File: src/rtl/core/lsqc_pkg.sv
// Shared types, constants and command/status bundles for the load-slice classifier.
`default_nettype none
package lsqc_pkg;

  localparam int WAYS     = 2;
  localparam int ENTRIES  = 128;
  localparam int NUM_REGS = 64;

  localparam int IP_W    = 48;
  localparam int REGF_W  = 7;
  localparam int TAG_W   = 32;
  localparam int AGE_W   = 64;
  localparam int SET_W   = (ENTRIES > 1) ? $clog2(ENTRIES) : 1;
  localparam int SET_SH  = $clog2(ENTRIES);
  localparam int WAY_W   = (WAYS > 1) ? $clog2(WAYS) : 1;
  localparam int REG_W   = $clog2(NUM_REGS);
  localparam int MODE_W  = 3;
  localparam int CLS_W   = 2;

  localparam logic [REGF_W-1:0] REG_NONE = 7'd64;

  localparam logic [MODE_W-1:0] MODE_PREDICT = 3'd0;
  localparam logic [MODE_W-1:0] MODE_STORE   = 3'd1;
  localparam logic [MODE_W-1:0] MODE_LOAD    = 3'd2;
  localparam logic [MODE_W-1:0] MODE_OTHER   = 3'd3;
  localparam logic [MODE_W-1:0] MODE_CLEAR   = 3'd4;

  localparam logic [CLS_W-1:0] CLS_MAIN = 2'd0;
  localparam logic [CLS_W-1:0] CLS_AGQ  = 2'd1;
  localparam logic [CLS_W-1:0] CLS_LQ   = 2'd2;

  typedef struct packed {
    logic [TAG_W-1:0] tag;
    logic [AGE_W-1:0] age;
  } way_t;

  typedef way_t [WAYS-1:0] row_t;

  typedef struct packed {
    logic       load_item;
    logic       prod_wr;
    logic       dst_sel;
    logic       prod_rd;
    logic [1:0] src_sel;
    logic       addr_from_prod;
    logic       slice_rd;
    logic       slice_wr;
    logic       pred_cmp;
    logic       clr_prod;
    logic       out_load;
  } cmd_t;

  typedef struct packed {
    logic [MODE_W-1:0] mode;
    logic              stop_train;
    logic [2:0]        src_ok;
    logic              out_free;
  } stat_t;

endpackage
`default_nettype wire

File: src/rtl/core/lsqc_ctrl.sv
// Controller: sequences producer and slice-table steps for one item at a time.
`default_nettype none
module lsqc_ctrl (
  input  wire                 clk,
  input  wire                 rst_n,
  input  wire                 in_valid,
  input  wire [2:0]           in_mode,
  output logic                in_stall,
  input  wire lsqc_pkg::stat_t stat,
  output lsqc_pkg::cmd_t      cmd
);
  import lsqc_pkg::*;

  localparam logic [3:0] S_IDLE = 4'd0;
  localparam logic [3:0] S_DSTA = 4'd1;
  localparam logic [3:0] S_DSTB = 4'd2;
  localparam logic [3:0] S_SRCK = 4'd3;
  localparam logic [3:0] S_PRD  = 4'd4;
  localparam logic [3:0] S_LAT  = 4'd5;
  localparam logic [3:0] S_TRD  = 4'd6;
  localparam logic [3:0] S_TWR  = 4'd7;
  localparam logic [3:0] S_PCMP = 4'd8;
  localparam logic [3:0] S_CLR  = 4'd9;
  localparam logic [3:0] S_DONE = 4'd10;

  logic [3:0] state_r, state_nxt;
  logic [1:0] k_r, k_nxt;
  logic       ip_pass_r, ip_pass_nxt;
  logic       accept;

  assign in_stall = (state_r != S_IDLE);
  assign accept   = in_valid && !in_stall;

  always_comb begin
    state_nxt   = state_r;
    k_nxt       = k_r;
    ip_pass_nxt = ip_pass_r;
    cmd         = '0;
    cmd.src_sel = k_r;
    case (state_r)
      S_IDLE: begin
        if (accept) begin
          cmd.load_item = 1'b1;
          k_nxt         = 2'd0;
          ip_pass_nxt   = 1'b0;
          case (in_mode)
            MODE_PREDICT:          state_nxt = S_TRD;
            MODE_STORE, MODE_LOAD: state_nxt = S_SRCK;
            MODE_OTHER:            state_nxt = S_DSTA;
            MODE_CLEAR:            state_nxt = S_CLR;
            default:               state_nxt = S_DONE;
          endcase
        end
      end
      S_DSTA: begin
        cmd.prod_wr = 1'b1;
        state_nxt   = S_DSTB;
      end
      S_DSTB: begin
        cmd.prod_wr = 1'b1;
        cmd.dst_sel = 1'b1;
        if (stat.stop_train) state_nxt = S_DONE;
        else begin
          ip_pass_nxt = 1'b1;
          state_nxt   = S_TRD;
        end
      end
      S_SRCK: begin
        if (k_r == 2'd3) state_nxt = S_DONE;
        else if (stat.src_ok[k_r]) state_nxt = S_PRD;
        else k_nxt = k_r + 2'd1;
      end
      S_PRD: begin
        cmd.prod_rd = 1'b1;
        state_nxt   = S_LAT;
      end
      S_LAT: begin
        cmd.addr_from_prod = 1'b1;
        state_nxt          = S_TRD;
      end
      S_TRD: begin
        cmd.slice_rd = 1'b1;
        state_nxt    = (stat.mode == MODE_PREDICT) ? S_PCMP : S_TWR;
      end
      S_TWR: begin
        cmd.slice_wr = 1'b1;
        // the ip's own touch comes before the sources
        if (ip_pass_r) ip_pass_nxt = 1'b0;
        else k_nxt = k_r + 2'd1;
        state_nxt = S_SRCK;
      end
      S_PCMP: begin
        cmd.pred_cmp = 1'b1;
        state_nxt    = S_DONE;
      end
      S_CLR: begin
        cmd.clr_prod = 1'b1;
        state_nxt    = S_DONE;
      end
      S_DONE: begin
        if (stat.out_free) begin
          cmd.out_load = 1'b1;
          state_nxt    = S_IDLE;
        end
      end
      default: state_nxt = S_IDLE;
    endcase
  end

  always_ff @(posedge clk) begin
    if (!rst_n) begin
      state_r   <= S_IDLE;
      k_r       <= 2'd0;
      ip_pass_r <= 1'b0;
    end else begin
      state_r   <= state_nxt;
      k_r       <= k_nxt;
      ip_pass_r <= ip_pass_nxt;
    end
  end

endmodule
`default_nettype wire

File: config.mk
export PLATFORM = sky130hd
export DESIGN_NAME = lsqc_ctrl
export DESIGN_NICKNAME = d
export VERILOG_FILES = /design/src/rtl/core/lsqc_pkg.sv /design/src/rtl/core/lsqc_ctrl.sv
export SDC_FILE = /design/constraint.sdc
export NUM_CORES = 1
export LEC_CHECK = 0
export BUFFER_PORTS_ARGS = -buffer_cell sky130_fd_sc_hd__buf_2
export CORE_MARGIN = 1
export CORE_UTILIZATION = 48
export CTS_CLUSTER_SIZE = 30
export DETAILED_ROUTE_END_ITERATION = 6
export PLACE_DENSITY = 0.77
export SLEW_MARGIN = 0
export SYNTH_ARGS = -nofsm -noshare
export SYNTH_HDL_FRONTEND = slang
export SYNTH_SLANG_ARGS = --single-unit
File: constraint.sdc
create_clock -name clk -period 2.2 [get_ports clk]
set_clock_uncertainty 0.2 [all_clocks]
set_input_delay 0.11 -clock clk [delete_from_list [all_inputs] [get_ports clk]]
set_output_delay 0.11 -clock clk [all_outputs]
set_load 0.02 [all_outputs]
; ---- Yosys cells after proc, flatten, opt, wreduce, memory -nomap -nowiden
; Cells that the tools add are included.
; Widths: inputs -> output; s select.
[totals]
reg_bits = 7
out_inout_bits = 13
in_bits = 14
word_cells = 71
[op_classes]
add_sub_neg = 1
n_lt_le_gt_ge = 1
muxes = 30
n_eq_ne = 22
n_reduce_logical = 14
[op_table]
columns = operator, count
row1 = $pmux 4 s10, 1
row2 = $mux 4, 6
row3 = $eq 4x3->1 const B, 4
row4 = $pmux 4 s4, 1
row5 = $mux 1, 15
row6 = $eq 4x4->1 const B, 3
row7 = $ne 2x2->1 const B, 6
row8 = $eq 4x2->1 const B, 2
row9 = $mux 2, 4
row10 = $eq 3x2->1 const B, 2
row11 = $logic_not 3->1, 2
row12 = $pmux 2 s3, 1
row13 = $reduce_and 3->1, 2
row14 = $reduce_bool 3->1, 2
row15 = $reduce_or 2->1, 3
row16 = $reduce_and 5->1, 1
row17 = $eq 4x1->1 const B, 1
row18 = $logic_not 4->1, 1
row19 = $reduce_bool 4->1, 1
row20 = $eq 3x1->1 const B, 1
row21 = $eq 3x3->1 const B, 1
row22 = $lt 2x3->1 const B, 1
row23 = $ne 3x3->1 const B, 1
row24 = $pmux 1 s3, 1
row25 = 5 further kinds, 5

; ---- Depth between registers and ports, before layout
; Gate-level depths: netlist of the first run.
[depth]
word_depth = 5
mapped_depth = 6
ltp_nobuf = 5

; ---- Worst setup path before layout of the first run
; No wires, ideal clock.
[synth_path]
kind = reg-to-reg
startpoint = reg state_r[3]
endpoint = reg state_r[3]
path_buffers = 1
synth_period_minus_slack_ps = 1745
t_arrival_ps = 1412
path_stages_with_launch = 6
setup_ps = 133
setup_slack_ps = 455
required_time_ps = 1867
path_cell_list = dfxtp_1 > buf_6 > or4_4 > o211a_1 > o31ai_4 > o32ai_2
[synth_between]
elab_chain_len = 5
word_cells_on_any_way = 20
classes_between = 13 x eq/ne / 1 x mux / 6 x reduce/logical
[synth_lines]
columns = element, line_no
row1 = from (decl), lsqc_ctrl.sv:26  ; logic [3:0] state_r, state_nxt;
row2 = from (signal assigned), lsqc_ctrl.sv:116  ; state_r <= state_nxt;
row3 = $reduce_bool 4->1, lsqc_ctrl.sv:31  ; assign in_stall = (state_r != S_IDLE);
row4 = named net in_stall, lsqc_ctrl.sv:8  ; output logic in_stall,
row5 = $logic_not 1->1, lsqc_ctrl.sv:32  ; assign accept = in_valid && !in_stall;
row6 = $logic_and 1x1->1, lsqc_ctrl.sv:32
row7 = $ne 2x2->1 (no line), n/a
row8 = $reduce_and 3->1 (no line), n/a
; The timed path passes the listed nets, and every way through them passes these cells.
; A chain may end at the register's enable or synchronous reset.

; ---- Final worst setup path of the first run
[layout_path]
startpoint = reg state_r[1]
endpoint = reg k_r[0]
[layout_between]
elab_chain_len = 5
word_cells_on_any_way = 13
classes_between = 6 x eq/ne / 1 x mux / 6 x reduce/logical
[layout_lines]
columns = element, line_no
row1 = $reduce_bool 4->1, lsqc_ctrl.sv:31
row2 = $logic_not 1->1, lsqc_ctrl.sv:32
row3 = $logic_and 1x1->1, lsqc_ctrl.sv:32
row4 = $ne 2x2->1 (no line), n/a
row5 = $reduce_and 5->1 (no line), n/a
row6 = to (signal assigned), lsqc_ctrl.sv:117  ; k_r <= k_nxt;
row7 = to (decl), lsqc_ctrl.sv:27  ; logic [1:0] k_r, k_nxt;
; Several ways; a longest one is shown, not always the timed one.

==> reports/results.ini, run 1 <==
[status]
outcome = finished, final reports clean

[synthesis]
async_flop_share = 0
synth_area_leaders = dfxtp_1, mux2i_1, nor3_1
seq_area_frac_synth = 0.1848
syn_area_per_cell_um2 = 7.582
synth_edf_count = 0
ys_types = 46
ys.warnings.count = 0
yosysTopAreaCellShare = 0.1848
synth_area_um2 = 758.2
yosysTopAreaCell = dfxtp_1
synthCells = 100
ys_ff_latch = 7
synth_ff_type = dfxtp_1
synth_nets = 115

[sta]
fin_ws_ps = 266.5
slew_headroom = 0.6147
finalCritPeriodShare = 0.8789
hold_violations = 0
period_minus_slack_ps = 1933
fin_setup_tns_ps = 0
tightest_slew_ps = 575.5
grt_setup_unrepaired = no
final_max_slew_viol_count = 0
setup_viol = 0
max_freq_ghz = 0.5172

[min_path]
hold_path.class = in -> reg

[clock_network]
post_cts_buffers = 0
clk_latency_ps = 260
clock-root-buffer = clkbuf_4
post_cts_resized = 0
clk_path_buf_depth = 2
cts_buffers = 3
clk_pin_slew_ps = 60
htree_levels = 1
cts_num_sinks = 7
cts_tree = done

[route]
via_per_inst = 6.119
postRouteAntennaNets = 0
drtIter0Drc = 30
firstDrtPassIters = 4
wl_um = 2106
avgRoutedWirePerCell_um = 14.73
num_vias = 875
drcViolationCount = 0

[job]
cap_violations = 0

[worst_setup_path]
critPathLaunchType = flop
end_kind = flop
arrival_ps = 1930
startpoint = state_r[1]$_SDFFE_PN0P_
cp.required_ps = 2190
ff2ff_path_depth = 5
rrSetupSlack_ps = 270
crit_path_max_fanout = 15
r2r_start = state_r[1]$_SDFFE_PN0P_
r2r-end = k_r[0]$_SDFFE_PN0P_
criticalPathCategory = reg -> reg
endpoint = k_r[0]$_SDFFE_PN0P_

[die]
num_rows = 13
die_area_mm2 = 0.001743
die_w_um = 41.75
core_mm2 = 0.001383
ios = 27
die_height_um = 41.75
start_util = 0.5484

[placement]
dp_hpwl_um = 1611
numPortBuffers = 26
place_ws_ps = 307.0
gp_congestion = 0.9144
dpl_cell_area_um2 = 885.9

[cells_and_area]
fin_area_um2 = 942.2
fillers = 120
seq_area_um2 = 140.1
layout-drive-gt1-share = 0.3281
multi_input_area_um2 = 533.0
insertedDiodeCount = 0
syn_to_final_growth_pct = 24.26
utilization = 0.6814
fin_nets = 144

[global_routing]
grt_use_total = 0.2422
antenna_found_initial = 0
grt_pass1_wl_um = 3243
grt_max_degree = 18
grt_pass1_vias = 673
grt.overflow.total = 0

[pwr]
power_w = 0.001110
ir_worst_vdd_uv = 888.3
p_leak_nw = 0.4098
power_density_mw_per_mm2 = 1178

-- timing repair --
item	in CTS	in global routing
endpoints found under the setup margin	0	0
hold endpoints to repair	5	0
hold buffers	3	0
-- sequential cells by signal, indices dropped and copies added, names as in the netlist --
register	count
ip_pass_r	1
k_r	2
state_r	4
-- placed cells by master (no fill, tap or decap), types with 2 or more instances in the layout --
cell,count
buf_4,5
or3_1,2
mux2i_1,4
o21ai_0,3
buf_2,26
dlygate4sd3_1,3
clkbuf_4,3
a21oi_1,4
nand3b_1,3
nor3_1,7
dfxtp_1,7
nand2b_1,5
nand2_1,7
nor2_1,8
o22ai_1,2
inv_1,7
a2bb2oi_1,2
-- layer usage --
layer	GRT usage	routed length, µm
met4	0.05806	26
met3	0.05652	146
met5	0	0
met2	0.3531	984
met1	0.3553	948
-- through the flow --
step,instances,hold WS [ps]
CTS,143,143.6
global placement,136,154.8
floorplan,100,28.27
finish,143,150.4
global route,143,157.0
detailed placement,136,162.0
-- synthesized netlist by cell type (2+ instances only) --
library cell,count
nor2_1,8
buf_2,5
nand3b_1,3
a21oi_1,4
nand2_1,7
inv_1,7
a2bb2oi_1,2
o21ai_0,3
mux2i_1,4
dfxtp_1,7
or3_1,2
o22ai_1,2
clkbuf_1,2
nor3_1,7
nand2b_1,5
buf_4,2
-- where the power goes --
part | switching (W) | total [W] | internal, W
combinational | 0.000442 | 0.000769 | 0.000327
clock | 0.0000512 | 0.000121 | 0.0000694
sequential | 0.0000580 | 0.000221 | 0.000163
total | 0.000551 | 0.00111 | 0.000559
-- cells by family (layout without fill, tap and decap cells) --
family	count (synthesis)	after routing	share of synthesized area
buffers and inverters	17	45	0.1122
adders and majority gates	1	1	0.01650
muxes	4	4	0.05281
AOI/OAI and AO/OA	27	27	0.3037
xor gates and xnor gates	1	1	0.01155
and+or+nand+nor	43	43	0.3185
DFF	7	7	0.1848
-- critical path, stage by stage, from the launching register on --
cell and delay [ps]:
dfxtp_1 390, buf_4 230, nor4b_1 290, a31oi_1 100
a311oi_2 410, mux2i_1 230
-- cell type report --
class / instances / area share
multi-input cells: 76 / 0.5657
clock buffers: 4 / 0.02789
inverters: 7 / 0.02789
flip-flops and latches: 7 / 0.1487
well taps: 15 / 0.01992
repair buffers: 34 / 0.2098
-- how the worst min path moves through the flow --
stage | endpoint | start | cells after the start
global placement | state_r[3]$_SDFFE_PN0P_ | stat[0] | 2
finish | state_r[2]$_SDFFE_PN0P_ | in_mode[0] | 4
floorplan | state_r[3]$_SDFFE_PN0P_ | stat[0] | 1
CTS | state_r[2]$_SDFFE_PN0P_ | in_mode[1] | 4
global route | state_r[2]$_SDFFE_PN0P_ | in_mode[0] | 4
detailed placement | state_r[3]$_SDFFE_PN0P_ | stat[0] | 2
No activity file was read; power rests on OpenSTA's default activity.
==> run 2, diff against run 1 <==
==> constraint.sdc (replaced) <==
create_clock -name clk -period 2.1 [get_ports clk]
set_clock_uncertainty 0.2 [all_clocks]
set_input_delay 0.105 -clock clk [delete_from_list [all_inputs] [get_ports clk]]
set_output_delay 0.105 -clock clk [all_outputs]
set_load 0.02 [all_outputs]
==> reports/results.ini, run 2 (synthesis gave the netlist of run 1 again) <==
[pwr]
power_density_mw_per_mm2 = 1219  ; +3.5%
ir_worst_vdd_uv = 701.1  ; -21%
p_leak_nw = 0.4145  ; +1.1%

[cells_and_area]
finalNonFillerCells = 144  ; +0.70%
fin_nets = 145  ; +0.69%
layout-drive-gt1-share = 0.3333  ; +0.005208
top_register = state_r
largest_register_ffs = 4  ; unchanged
final_common_cell = buf_2
most-common-layout-cells = buf_2, nor2_1
insertedDiodeCount = 0  ; unchanged
utilization = 0.6869  ; +0.005430
syn_to_final_growth_pct = 25.25
reg.largest.list = state_r x4, k_r x2, ip_pass_r x1
fillers = 126  ; +5.0%

[clock_network]
cts_num_sinks = 7  ; unchanged
clk_path_buf_depth = 2  ; unchanged
htree_levels = 1  ; unchanged
cts_tree = done
clock-root-buffer = clkbuf_4
cts_buffers = 3  ; unchanged
clk_latency_ps = 260  ; about the same
clk_pin_slew_ps = 60  ; about the same

[die]
num_rows = 13  ; unchanged
die_w_um = 41.75  ; unchanged
die_area_mm2 = 0.001743  ; unchanged
start_util = 0.5484  ; unchanged
die_height_um = 41.75  ; unchanged
ios = 27  ; unchanged
core_mm2 = 0.001383  ; unchanged

[global_routing]
grt_pass1_vias = 758  ; +13%
antenna_found_initial = 0  ; unchanged
grt_max_degree = 17  ; -1
grt_pass1_wl_um = 3353  ; +3.4%
grt_use_total = 0.2482  ; +0.006055
grt.overflow.total = 0  ; unchanged

[worst_setup_path]
criticalPathCategory = reg -> reg
arrival_ps = 1880  ; -50 ps
cp.required_ps = 2040  ; -150 ps
crit_path_max_fanout = 12  ; -3
end_kind = flop
critPathLaunchType = flop

[sta]
final_max_slew_viol_count = 0  ; unchanged
fin_ws_ps = 160.2  ; -106.3 ps
fin_setup_tns_ps = 0  ; unchanged
max_freq_ghz = 0.5155  ; -0.32%
setup_viol = 0  ; unchanged
grt_setup_unrepaired = no
slew_headroom = 0.6423  ; +0.02763
finalCritPeriodShare = 0.9237  ; +0.04485
hold_violations = 0  ; unchanged
tightest_slew_ps = 535.8  ; -39.64 ps
period_minus_slack_ps = 1940  ; +6.294 ps

[route]
num_vias = 865  ; -1.1%
firstDrtPassIters = 4  ; unchanged
avgRoutedWirePerCell_um = 14.38  ; -2.4%
via_per_inst = 6.007  ; -1.8%
drtIter0Drc = 37  ; +23%
drcViolationCount = 0  ; unchanged
wl_um = 2070  ; -1.7%
postRouteAntennaNets = 0  ; unchanged

[status]
outcome = finished, final reports clean

[placement]
place_ws_ps = 182.2  ; -124.8 ps
numPortBuffers = 26  ; unchanged
gp_congestion = 0.8933  ; -2.3%
dp_hpwl_um = 1572  ; -2.4%
dp.cells = 137  ; +0.74%

[job]
cap_violations = 0  ; unchanged

[min_path]
hold_path.class = in -> reg

-- run 2: layout make-up --
type	instances	area [µm²]	share of cell area
clock buffer	4	26.28	0.02767
inverter	7	26.28	0.02767
multi-input combinational	76	533.0	0.5613
sequential	7	140.1	0.1476
tap	15	18.77	0.01976
timing repair buffer	35	205.2	0.2161
-- run 2: final timing paths --
path / end / startpoint / cells past startpoint / slack (ps)
worst max-delay path: state_r[1]$_SDFFE_PN0P_ / state_r[2]$_SDFFE_PN0P_ / 4 / 160
worst min-delay path: state_r[2]$_SDFFE_PN0P_ / in_mode[1] / 4 / 120
worst max register to register: state_r[1]$_SDFFE_PN0P_ / state_r[2]$_SDFFE_PN0P_ / 4 / 160
worst min register to register: k_r[1]$_SDFFE_PN0P_ / k_r[1]$_SDFFE_PN0P_ / 2 / 320
-- run 2: through the flow --
stage                     hold slack, ps   power, W  area, µm²
after detailed placement           157.1   0.001012      893.4
after global placement             148.3   0.001004      893.4
after floorplan                    23.27  0.0008407      758.2
final                              116.8   0.001158      949.7
after global routing               137.4   0.001237      949.7
after CTS                          93.81   0.001152      949.7
-- run 2: repair_timing --
| action | in CTS | in global routing |
|---|---|---|
| buffers inserted | 0 | 0 |
| resized for setup | 0 | 0 |
| hold endpoints to repair | 6 | 0 |
| hold buffers | 3 | 0 |
-- run 2: critical path, stage by stage, from the launching register on --
cell and delay, ps:
dfxtp_1 560, or4b_2 620, a21oi_1 190, o32a_1 180, o22ai_1 70
-- run 2: power breakdown --
part	total, W	internal, W	leakage [nW]	switching (W)
clock network	0.000127	0.0000728	0.0150	0.0000539
registers	0.000243	0.000170	0.0572	0.0000732
logic	0.000787	0.000347	0.342	0.000441
total	0.00116	0.000590	0.414	0.000568
-- run 2: layer usage --
| metal | GRT usage | vias to the layer above | part of all wire |
|---|---|---|---|
| met1 | 0.3333 | 394 | 0.45 |
| met5 | 0 | - | 0 |
| met4 | 0.09677 | 0 | 0.0043 |
| met3 | 0.09130 | 2 | 0.085 |
| met2 | 0.3563 | 45 | 0.46 |
| li1 | - | 424 | - |
==> run 3, diff against run 2 <==
--- a/config.mk
+++ b/config.mk
@@ -11,6 +11,7 @@
 export CTS_CLUSTER_SIZE = 30
 export DETAILED_ROUTE_END_ITERATION = 6
 export PLACE_DENSITY = 0.77
+export RECOVER_POWER = 50
 export SLEW_MARGIN = 0
 export SYNTH_ARGS = -nofsm -noshare
 export SYNTH_HDL_FRONTEND = slang
==> reports/results.ini, run 3 (synthesis gave the netlist of run 1 again) <==
[status]
outcome = finished, final reports clean

[cells_and_area]
fillers = 132  ; +4.8%
top_register = state_r
final_common_cell = buf_2
most-common-layout-cells = buf_2, nor2_1
largest_register_ffs = 4  ; unchanged
insertedDiodeCount = 0  ; unchanged
layout-drive-gt1-share = 0.2713  ; -0.06202
syn_to_final_growth_pct = 21.78
fin_nets = 145  ; unchanged
reg.largest.list = state_r x4, k_r x2, ip_pass_r x1
fin_area_um2 = 923.4  ; -2.8%

[sta]
finalCritPeriodShare = 0.9185  ; -0.005178
grt_setup_unrepaired = no
max_freq_ghz = 0.5184  ; +0.56%
hold_violations = 0  ; unchanged
final_max_slew_viol_count = 0  ; unchanged
setup_viol = 0  ; unchanged
fin_setup_tns_ps = 0  ; unchanged
period_minus_slack_ps = 1929  ; -10.87 ps
slew_headroom = 0.6414  ; -0.0008860
tightest_slew_ps = 537.1  ; +1.327 ps

[clock_network]
cts_buffers = 3  ; unchanged
cts_num_sinks = 7  ; unchanged
post_cts_resized = 0  ; unchanged
clk_latency_ps = 260  ; about the same
clk_pin_slew_ps = 60  ; about the same
clock-root-buffer = clkbuf_4
htree_levels = 1  ; unchanged
cts_tree = done
clk_path_buf_depth = 2  ; unchanged

[job]
cap_violations = 0  ; unchanged

[placement]
gp_congestion = 0.8933  ; unchanged
dp_hpwl_um = 1572  ; unchanged
numPortBuffers = 26  ; unchanged
dpl_cell_area_um2 = 893.4  ; unchanged

[worst_setup_path]
crit_path_max_incr_delay_ps = 620  ; about the same
path_buf_inv = 0  ; unchanged
criticalPathCategory = reg -> reg
end_kind = flop
arrival_ps = 1870  ; about the same
path_cells = or4b_2 > a21oi_1 > o32a_1 > o22ai_1
r2r_start = state_r[2]$_SDFFE_PN0P_
crit_path_max_fanout = 12  ; unchanged
startpoint = state_r[2]$_SDFFE_PN0P_
cpMaxStageDelayCell = or4b_2
critPathLaunchType = flop
critical_path.top_delay_family = simple AND/OR/NAND/NOR gates
cp.required_ps = 2040  ; about the same
rrSetupSlack_ps = 170  ; about the same

[global_routing]
grt.overflow.total = 0  ; unchanged
antenna_found_initial = 0  ; unchanged
grt_use_total = 0.2482  ; unchanged
grt_pass1_vias = 758  ; unchanged
grt_max_degree = 17  ; unchanged
grt_pass1_wl_um = 3353  ; unchanged

[route]
wl_um = 2074  ; +0.19%
avgRoutedWirePerCell_um = 14.40  ; +0.19%
num_vias = 871  ; +0.69%
firstDrtPassIters = 4  ; unchanged
drtIter0Drc = 46  ; +24%
postRouteAntennaNets = 0  ; unchanged
via_per_inst = 6.049  ; +0.69%
drcViolationCount = 0  ; unchanged

[die]
die_area_mm2 = 0.001743  ; unchanged
die_height_um = 41.75  ; unchanged
core_mm2 = 0.001383  ; unchanged
die_w_um = 41.75  ; unchanged
ios = 27  ; unchanged
num_rows = 13  ; unchanged
start_util = 0.5484  ; unchanged

[pwr]
power_density_mw_per_mm2 = 1209  ; -0.79%
ir_worst_vdd_uv = 642.8  ; -8.3%
p_leak_nw = 0.3897  ; -6.0%

[min_path]
holdCritStartpoint = in_mode[0]
hold_path.class = in -> reg

-- run 3: cell count changes in the layout (fill, tap and decap cells not counted), sizes merged --
cell,delta
buf,-5
clkbuf,+5
-- run 3: worst register-to-register path: cells and delay by family, from the launching register on --
kind	cells	cell delay, ps
and+or+nand+nor	1	620
AOI/OAI and AO/OA	3	440
DFF	1	550
-- run 3: per-stage QoR --
step	worst slack [ps]	std cells	hold WS, ps	power, W	util
3_3_place_gp	251.0	137	148.3	0.001004	0.6462
6_report	171.1	144	120.1	0.001117	0.6679
3_5_place_dp	182.2	137	157.1	0.001012	0.6462
5_1_grt	103.8	144	136.8	0.001193	0.6679
2_1_floorplan	354.7	100	23.27	0.0008407	-
4_1_cts	177.8	144	93.81	0.001152	0.6869
-- run 3: final cells by class --
cell class,count,area [µm²],area share
multi-input cells,76,515.5,0.5583
clock buffers,4,26.28,0.02846
repair buffers,35,196.4,0.2127
inverters,7,26.28,0.02846
well taps,15,18.77,0.02033
flip-flops and latches,7,140.1,0.1518
-- run 3: worst paths after layout --
check,to,cells past startpoint
hold / removal,state_r[2]$_SDFFE_PN0P_,4
setup reg to reg,state_r[1]$_SDFFE_PN0P_,4
setup / recovery,state_r[1]$_SDFFE_PN0P_,4
hold reg to reg,k_r[1]$_SDFFE_PN0P_,2
-- run 3: repair_timing --
action | 4_1_cts | 5_1_grt
setup buffers | 0 | 0
hold buffers | 3 | 0
endpoints found under the hold margin | 6 | 0
-- run 3: report_power, final --
group	internal (W)	switching [W]	total, W
Clock	0.0000729	0.0000552	0.000128
Combinational	0.000315	0.000433	0.000748
Sequential	0.000170	0.0000702	0.000240
Total	0.000558	0.000558	0.00112
-- run 3: metal layers --
layer | vias up | global-route usage | share of wire
li1 | 429 | - | -
met1 | 396 | 0.3333 | 0.44
met2 | 44 | 0.3563 | 0.47
met3 | 2 | 0.09130 | 0.086
met4 | 0 | 0.09677 | 0.0043
met5 | - | 0 | 0
